[config.mk]
export PLATFORM = sky130hd
export DESIGN_NAME = pfde_ctrl
export DESIGN_NICKNAME = d
export VERILOG_FILES = /design/src/sv/pfde_pkg.sv /design/src/sv/pfde_ctrl.sv
export SDC_FILE = /design/constraint.sdc
export NUM_CORES = 1
export LEC_CHECK = 0
export BUFFER_PORTS_ARGS = -buffer_cell sky130_fd_sc_hd__buf_2
export CORE_AREA = 2 2 39 41
export CTS_CLUSTER_SIZE = 10
export DETAILED_ROUTE_END_ITERATION = 10
export DIE_AREA = 0 0 41 43
export PLACE_DENSITY_LB_ADDON = 0.1
export SETUP_SLACK_MARGIN = 0.15
export SLEW_MARGIN = 10
export SYNTH_ARGS = -nofsm -noshare
export SYNTH_HDL_FRONTEND = slang
export SYNTH_SLANG_ARGS = --single-unit
[constraint.sdc]
create_clock -name clk -period 4.7 [get_ports clk]
set_input_delay 0.47 -clock clk [delete_from_list [all_inputs] [get_ports clk]]
set_output_delay 0.47 -clock clk [all_outputs]
set_load 0.01 [all_outputs]
[src/sv/pfde_pkg.sv]
// pfde_pkg: shared types and constants of the page framebuffer draw engine
// command codes, default geometry, controller/datapath command and status structs
// no dependencies
package pfde_pkg;

    localparam int DEF_WIDTH_PIXELS  = 128;
    localparam int DEF_HEIGHT_PIXELS = 64;
    localparam int DEF_PAGE_COUNT    = 8;

    localparam logic [7:0] BYTE_ONES  = 8'hFF;
    localparam logic [7:0] BYTE_ZEROS = 8'h00;

    typedef enum logic [2:0] {
        CMD_VISUAL_PIXEL = 3'd0,
        CMD_NATIVE_PIXEL = 3'd1,
        CMD_CLEAR_RECT   = 3'd2,
        CMD_BLIT_BYTE    = 3'd3,
        CMD_FILL         = 3'd4,
        CMD_CLEAR        = 3'd5,
        CMD_READ_BYTE    = 3'd6
    } cmd_code_t;

    typedef struct packed {
        logic capture;
        logic exec;
        logic commit;
        logic walk_step;
    } ctrl_cmd_t;

    typedef struct packed {
        logic walk_go;
        logic walk_last;
    } dp_status_t;

endpackage

[src/sv/pfde_ctrl.sv]
// pfde_ctrl: controller state machine of the draw engine
// sequences capture, execute, walk and commit; uses pfde_pkg
module pfde_ctrl (
    input  logic                  clk,
    input  logic                  rst_n,
    input  logic                  in_valid,
    output logic                  in_ready,
    output logic                  out_valid,
    input  logic                  out_ready,
    input  pfde_pkg::dp_status_t  dp_status,
    output pfde_pkg::ctrl_cmd_t   ctl
);
    import pfde_pkg::*;

    typedef enum logic [3:0] {
        S_IDLE  = 4'b0001,
        S_EXEC  = 4'b0010,
        S_WRITE = 4'b0100,
        S_WALK  = 4'b1000
    } state_t;

    state_t state_reg, state_next;
    logic   boot_reg, boot_next;
    logic   out_valid_reg, out_valid_next;
    logic   out_free;

    assign out_free  = !out_valid_reg || out_ready;
    assign out_valid = out_valid_reg;

    always_comb
    begin
        ctl        = '0;
        in_ready   = 1'b0;
        state_next = state_reg;
        boot_next  = boot_reg;
        case (state_reg)
            S_IDLE:
            begin
                in_ready = 1'b1;
                if (in_valid)
                begin
                    ctl.capture = 1'b1;
                    state_next  = S_EXEC;
                end
            end
            S_EXEC:
            begin
                ctl.exec   = 1'b1;
                state_next = dp_status.walk_go ? S_WALK : S_WRITE;
            end
            S_WRITE:
            begin
                if (out_free)
                begin
                    in_ready   = 1'b1;
                    ctl.commit = 1'b1;
                    if (in_valid)
                    begin
                        ctl.capture = 1'b1;
                        state_next  = S_EXEC;
                    end
                    else
                    begin
                        state_next = S_IDLE;
                    end
                end
            end
            S_WALK:
            begin
                ctl.walk_step = 1'b1;
                if (dp_status.walk_last)
                begin
                    if (boot_reg)
                    begin
                        boot_next  = 1'b0;
                        state_next = S_IDLE;
                    end
                    else
                    begin
                        state_next = S_WRITE;
                    end
                end
            end
            default:
            begin
                state_next = S_IDLE;
            end
        endcase
        out_valid_next = ctl.commit ? 1'b1 : (out_ready ? 1'b0 : out_valid_reg);
    end

    // reset starts in the walk state to sweep the store clear
    always_ff @(posedge clk or negedge rst_n)
    begin
        if (!rst_n)
        begin
            state_reg     <= S_WALK;
            boot_reg      <= 1'b1;
            out_valid_reg <= 1'b0;
        end
        else
        begin
            state_reg     <= state_next;
            boot_reg      <= boot_next;
            out_valid_reg <= out_valid_next;
        end
    end

    a_exec_next: assert property (@(posedge clk) disable iff (!rst_n)
        (state_reg == S_EXEC) |=> (state_reg == S_WALK || state_reg == S_WRITE))
        else $error("exec not followed by walk or write");

    a_boot_quiet: assert property (@(posedge clk) disable iff (!rst_n)
        boot_reg |-> (state_reg == S_WALK && !out_valid_reg))
        else $error("activity during clearing pass");

    a_rose_commit: assert property (@(posedge clk) disable iff (!rst_n)
        $rose(out_valid_reg) |-> $past(state_reg == S_WRITE))
        else $error("result without commit");

    a_walk_hold: assert property (@(posedge clk) disable iff (!rst_n)
        (state_reg == S_WALK && !dp_status.walk_last) |=> (state_reg == S_WALK))
        else $error("walk left early");

endmodule

==> flow_summary.json, run 1 <==
{
  "status": "finished, final reports clean",
  "yosys_warnings": 0,
  "regToRegSetupSlack_ns": 3.13,
  "max_slew.worst_pin.slew_ns": 0.3081,
  "critPathSlowestCell": "or4b_4",
  "rsz0062_at_grt": "no",
  "vdd_drop_max_v": 0.0001378,
  "antenna_found_initial": 0,
  "ff2ff_path_depth": 4,
  "syn_to_final_growth_pct": 18.57,
  "cts_setup_buffers": 0,
  "gp_congestion": 0.7138,
  "drt_iter0_markers": 3,
  "ys_seq_area_share_pct": 39.74,
  "setup-violations-final": 0,
  "hold_violations": 0,
  "fillers": 160,
  "antenna_cells": 0,
  "grt-ovfl-total": 0,
  "crit_path_end_kind": "primary output",
  "grt_pass1_wl_um": 1311,
  "min_period_ns": 2.059,
  "power-per-cell-area_nw_per_um2": 487.9,
  "fin_tns_setup_ns": 0,
  "drv_cap": 0,
  "clk_latency_ns": 0.24,
  "hp-class": "primary input to async pin",
  "path_cells": "or4b_4 -> and2b_1 -> buf_2",
  "synth_fp_nets": 46,
  "avgRoutedWirePerCell_um": 12.06,
  "max_stage_delay_ns": 0.56,
  "vias_per_cell": 4.985,
  "postCtsResizedCells": 0,
  "start_util_pct": 27.76,
  "dr.pass1.iters": 2,
  "drt-total-wl_um": 796,
  "synth_cell_types": 27,
  "netlist_instances": 40,
  "clock_skew_ns": 0.003071,
  "placed_area_um2": 432.9,
  "via_count": 329,
  "dieArea_um2": 1763,
  "cts_root_buffer": "clkbuf_4",
  "grt_max_degree": 12,
  "arrival_ns": 1.59,
  "grtUsageTotal_pct": 11.88,
  "r2r_end": "state_reg[0]",
  "crit_type": "register to primary output",
  "drc": 0,
  "synth_edf_count": 0,
  "min_period_over_period_pct": 43.81,
  "start_kind": "register",
  "fin_nets": 58,
  "final-seq-area_um2": 152.6,
  "yosysTopAreaCell": "dfrtp_1",
  "clk_pin_slew_ns": 0.04,
  "cts_tree": "built",
  "ys_ff_latch": 6,
  "crit_fanout": 10,
  "clock-sinks": 6,
  "hold_buffers": 0,
  "synthDominantCellAreaShare_pct": 26.06,
  "clock_path_buffers": 2,
  "max_slew_margin_pct": 79.17,
  "r2r-start": "state_reg[0]",
  "cts-buffers-inserted": 3,
  "multi_input_area_um2": 205.2,
  "grt_pass1_vias": 298,
  "rows": 14,
  "port_buffers": 11,
  "drive_above_1_share_pct": 36.00,
  "die_w_um": 41,
  "leakage_nw": 0.2113,
  "crit_required_ns": 4.23,
  "io_pins": 12,
  "synth-async-reset-ratio_pct": 100.0,
  "coreArea_um2": 1384,
  "fin_area_um2": 455.4,
  "die_h_um": 43,
  "drt.antenna.violating_nets": 0,
  "largest_register_ffs": 4,
  "htree_levels": 1,
  "ys.flop_type": "dfrtp_1",
  "netlist_area_um2": 384.1,
  "whs_ns": 0.04910,
  "slew_viol_final": 0,
  "fmax_mhz": 485.7,
  "avgSynthCellArea_um2": 9.603,
  "synthTopCellsByArea": "dfrtp_1 26%, dfstp_2 14%, nor4b_1 4.6%"
}
-- kinds of logic after synthesis --
logic type / share of synthesized area (%)
and+or+nand+nor: 39.09
DFF: 39.74
AOI/OAI and AO/OA: 14.33
buffers and inverters: 6.842
-- worst max-delay path by stage --
stage	start	end	slack [ns]	depth (start not counted)
finish	state_reg[0]	ctl[1]	2.64	3
global route	state_reg[0]	ctl[1]	2.58	3
CTS	state_reg[1]	ctl[1]	2.62	3
detailed placement	out_ready	ctl[3]	2.87	6
global placement	out_ready	ctl[3]	2.88	6
floorplan	state_reg[2]	ctl[3]	2.88	4
-- cells in the final DEF (no fill, tap or decap), drive strengths merged, types with 2 or more instances in the layout --
cell type / count
or4b: 2
dfstp: 2
dfrtp: 4
o21ai: 4
nor2b: 2
and2: 2
nand2: 2
nand2b: 2
nor4b: 2
nor3b: 2
buf: 11
clkbuf: 3
-- critical path: cells and delay by family (launching register included) --
family                 cells  cell delay [ns]
AND/OR/NAND/NOR            2             0.75
flip-flops                 1             0.48
buffers and inverters      1             0.12
-- metrics by stage --
step	cells	setup WS, ns	total power [W]	util, %
after global placement	63	2.878	0.0001752	31.28
after detailed placement	63	2.867	0.0001779	31.28
final	66	2.641	0.0002222	32.91
after global routing	66	2.576	0.0002445	32.91
after floorplan	40	2.881	0.0001583	-
after CTS	66	2.620	0.0002273	32.91
-- report_power, final --
part	internal, W	switching [W]
clock network	0.0000288	0.0000175
registers	0.0000651	0.0000276
logic	0.0000472	0.0000360
-- routing by layer --
layer / vias to the layer above / part of all wire (%) / global-route usage [%]
met4: 0 / 1.1 / 10.00
met3: 2 / 8.3 / 3.141
li1: 167 / - / -
met5: - / 0 / 0
met1: 150 / 46 / 16.56
met2: 10 / 44 / 14.37
-- layout make-up --
| cell class | instances | share of cell area, % |
|---|---|---|
| clock buffers | 3 | 4.945 |
| well taps | 16 | 4.396 |
| multi-input cells | 30 | 45.05 |
| flip-flops and latches | 6 | 33.52 |
| repair buffers | 11 | 12.09 |
-- cells in the mapped netlist, types with 2 or more instances --
cell      n
dfstp_2   2
o21ai_0   3
nor4b_1   2
clkbuf_1  2
nand2_1   2
and2_1    2
nor2b_1   2
nand2b_1  2
dfrtp_1   4
nor3b_1   2
Power figures use the tool's default switching activity.
==> run 2: changes to the inputs <==
clock period = 1.8 ns   (was 4.7 ns; I/O delays follow)
==> flow_summary.json, run 2 (synthesis results as in run 1) <==
{
  "dieArea_um2": 1763,
  "clock_skew_ns": 0.006113,
  "met1_usage_pct": 17.76,
  "die_h_um": 43,
  "rsz0062_at_grt": "yes",
  "vdd_drop_max_v": 0.0004240,
  "clk_latency_ns": 0.24,
  "syn_to_final_growth_pct": 42.02,
  "start_util_pct": 27.76,
  "largest_register_ffs": 4,
  "crit_fanout": 3,
  "hold_violations": 0,
  "mostFrequentLayoutCell": "buf_2",
  "antenna_cells": 0,
  "crit_path_end_kind": "primary output",
  "start_kind": "register",
  "min_period_ns": 1.687,
  "grt_pass1_wl_um": 1531,
  "whs_ns": 0.1119,
  "grt-ovfl-total": 0,
  "min_period_over_period_pct": 93.70,
  "status": "finished, final reports clean",
  "swShare_pct": 35.16,
  "io_pins": 12,
  "htree_levels": 1,
  "antenna_found_initial": 0,
  "leakage_nw": 0.2574,
  "max_slew.worst_pin.slew_ns": 0.3008,
  "stdcell_count": 76,
  "grt_pass1_vias": 370,
  "met3_usage_pct": 3.141,
  "layout_common_cells": "11 x buf_2, 8 x buf_4, 3 x o21ai_0, 3 x clkbuf_4, 3 x dfrtp_2",
  "clock-sinks": 6,
  "fin_nets": 68,
  "drive_above_1_share_pct": 51.67,
  "drt.antenna.violating_nets": 0,
  "cts_tree": "built",
  "cts-buffers-inserted": 3,
  "cts_root_buffer": "clkbuf_4",
  "grt_max_degree": 12,
  "gp_congestion": 0.6692,
  "slew_viol_final": 0,
  "coreArea_um2": 1384,
  "clock_path_buffers": 2,
  "clk_pin_slew_ns": 0.05,
  "final_core_util_pct": 39.42,
  "rows": 14,
  "port_buffers": 11,
  "clkPwrFrac_pct": 17.5,
  "met2_usage_pct": 19.38,
  "crit_type": "register to primary output",
  "grt_busiest_layer": "met2",
  "p_int_w": 0.0004477,
  "grtUsageTotal_pct": 13.25,
  "arrival_ns": 1.51,
  "via_count": 374,
  "seq_power_share_pct": 30.4,
  "drt-total-wl_um": 963,
  "power-per-cell-area_nw_per_um2": 1266,
  "dp.cells": 63,
  "setup-violations-final": 0,
  "power.total_w": 0.0006904,
  "crit_required_ns": 1.62,
  "vias_per_cell": 4.921,
  "max_slew_margin_pct": 79.67,
  "drc": 0,
  "fmax_mhz": 592.9,
  "switchingPower_w": 0.0002427,
  "drv_cap": 0,
  "die_w_um": 41,
  "fin_tns_setup_ns": 0,
  "dr.pass1.iters": 4,
  "p_comb_share_pct": 52.1,
  "hp-class": "primary input to register",
  "drt_iter0_markers": 4,
  "avgRoutedWirePerCell_um": 12.67
}
-- run 2: cell types whose count changed in the layout (fill, tap and decap cells not counted) --
cell           change
dfrtp_1            -3
a211oi_2           +1
dfrtp_2            +3
buf_6              +1
buf_4              +8
dlygate4sd3_1      +1
a211oi_1           -1
-- run 2: repair_timing --
| item | 4_1_cts | 5_1_grt |
|---|---|---|
| buffers inserted | 4 | 5 |
| pin swaps | 1 | 2 |
| setup endpoints to repair | 2 | 3 |
| resized for setup | 4 | 1 |
| hold buffers | 1 | 0 |
| endpoints found under the hold margin | 6 | 0 |
-- run 2: per-stage QoR --
| stage | setup WS [ns] | instance area [um^2] |
|---|---|---|
| 2_1_floorplan | 0.2707 | 384.1 |
| 3_3_place_gp | 0.2720 | 432.9 |
| 3_5_place_dp | 0.2354 | 432.9 |
| 4_1_cts | 0.09548 | 504.2 |
| 5_1_grt | 0.06858 | 545.5 |
| 6_report | 0.1135 | 545.5 |
-- run 2: metal layers --
layer / vias up / routed length [um]
li1: 188 / -
met1: 171 / 401
met2: 13 / 490
met3: 2 / 62
met4: 0 / 8
met5: - / 0
-- run 2: final cells by class --
type	instances	area, um^2
clock buffer	3	22.52
fill	152	838.3
multi-input combinational	30	210.2
sequential	6	156.4
tap	16	20.02
timing repair buffer	21	136.4
-- run 2: final timing paths --
kind / startpoint / cells after the start / to / slack, ns
worst max-delay path: state_reg[0] / 3 / ctl[1] / 0.11
worst min-delay path: dp_status[0] / 2 / boot_reg / 0.11
worst max register to register: state_reg[0] / 5 / state_reg[0] / 0.19
worst min register to register: boot_reg / 1 / boot_reg / 0.49
max in group asynchronous: rst_n / 2 / state_reg[3] / 1.27
min in group asynchronous: rst_n / 2 / state_reg[1] / 0.30
-- run 2: critical path: stages, from the launching register on --
cell and delay [ns]:
dfrtp_2 0.40, or4b_4 0.54, and2b_1 0.21, buf_2 0.12
-- run 2: power groups by stage --
stage               Combinational [W]  Clock (W)  Sequential (W)
finish                       0.000359   0.000121        0.000210
global placement             0.000224          0        0.000237
global route                 0.000403   0.000141        0.000215
CTS                          0.000321   0.000132        0.000214
detailed placement           0.000225          0        0.000242
floorplan                    0.000218          0        0.000195
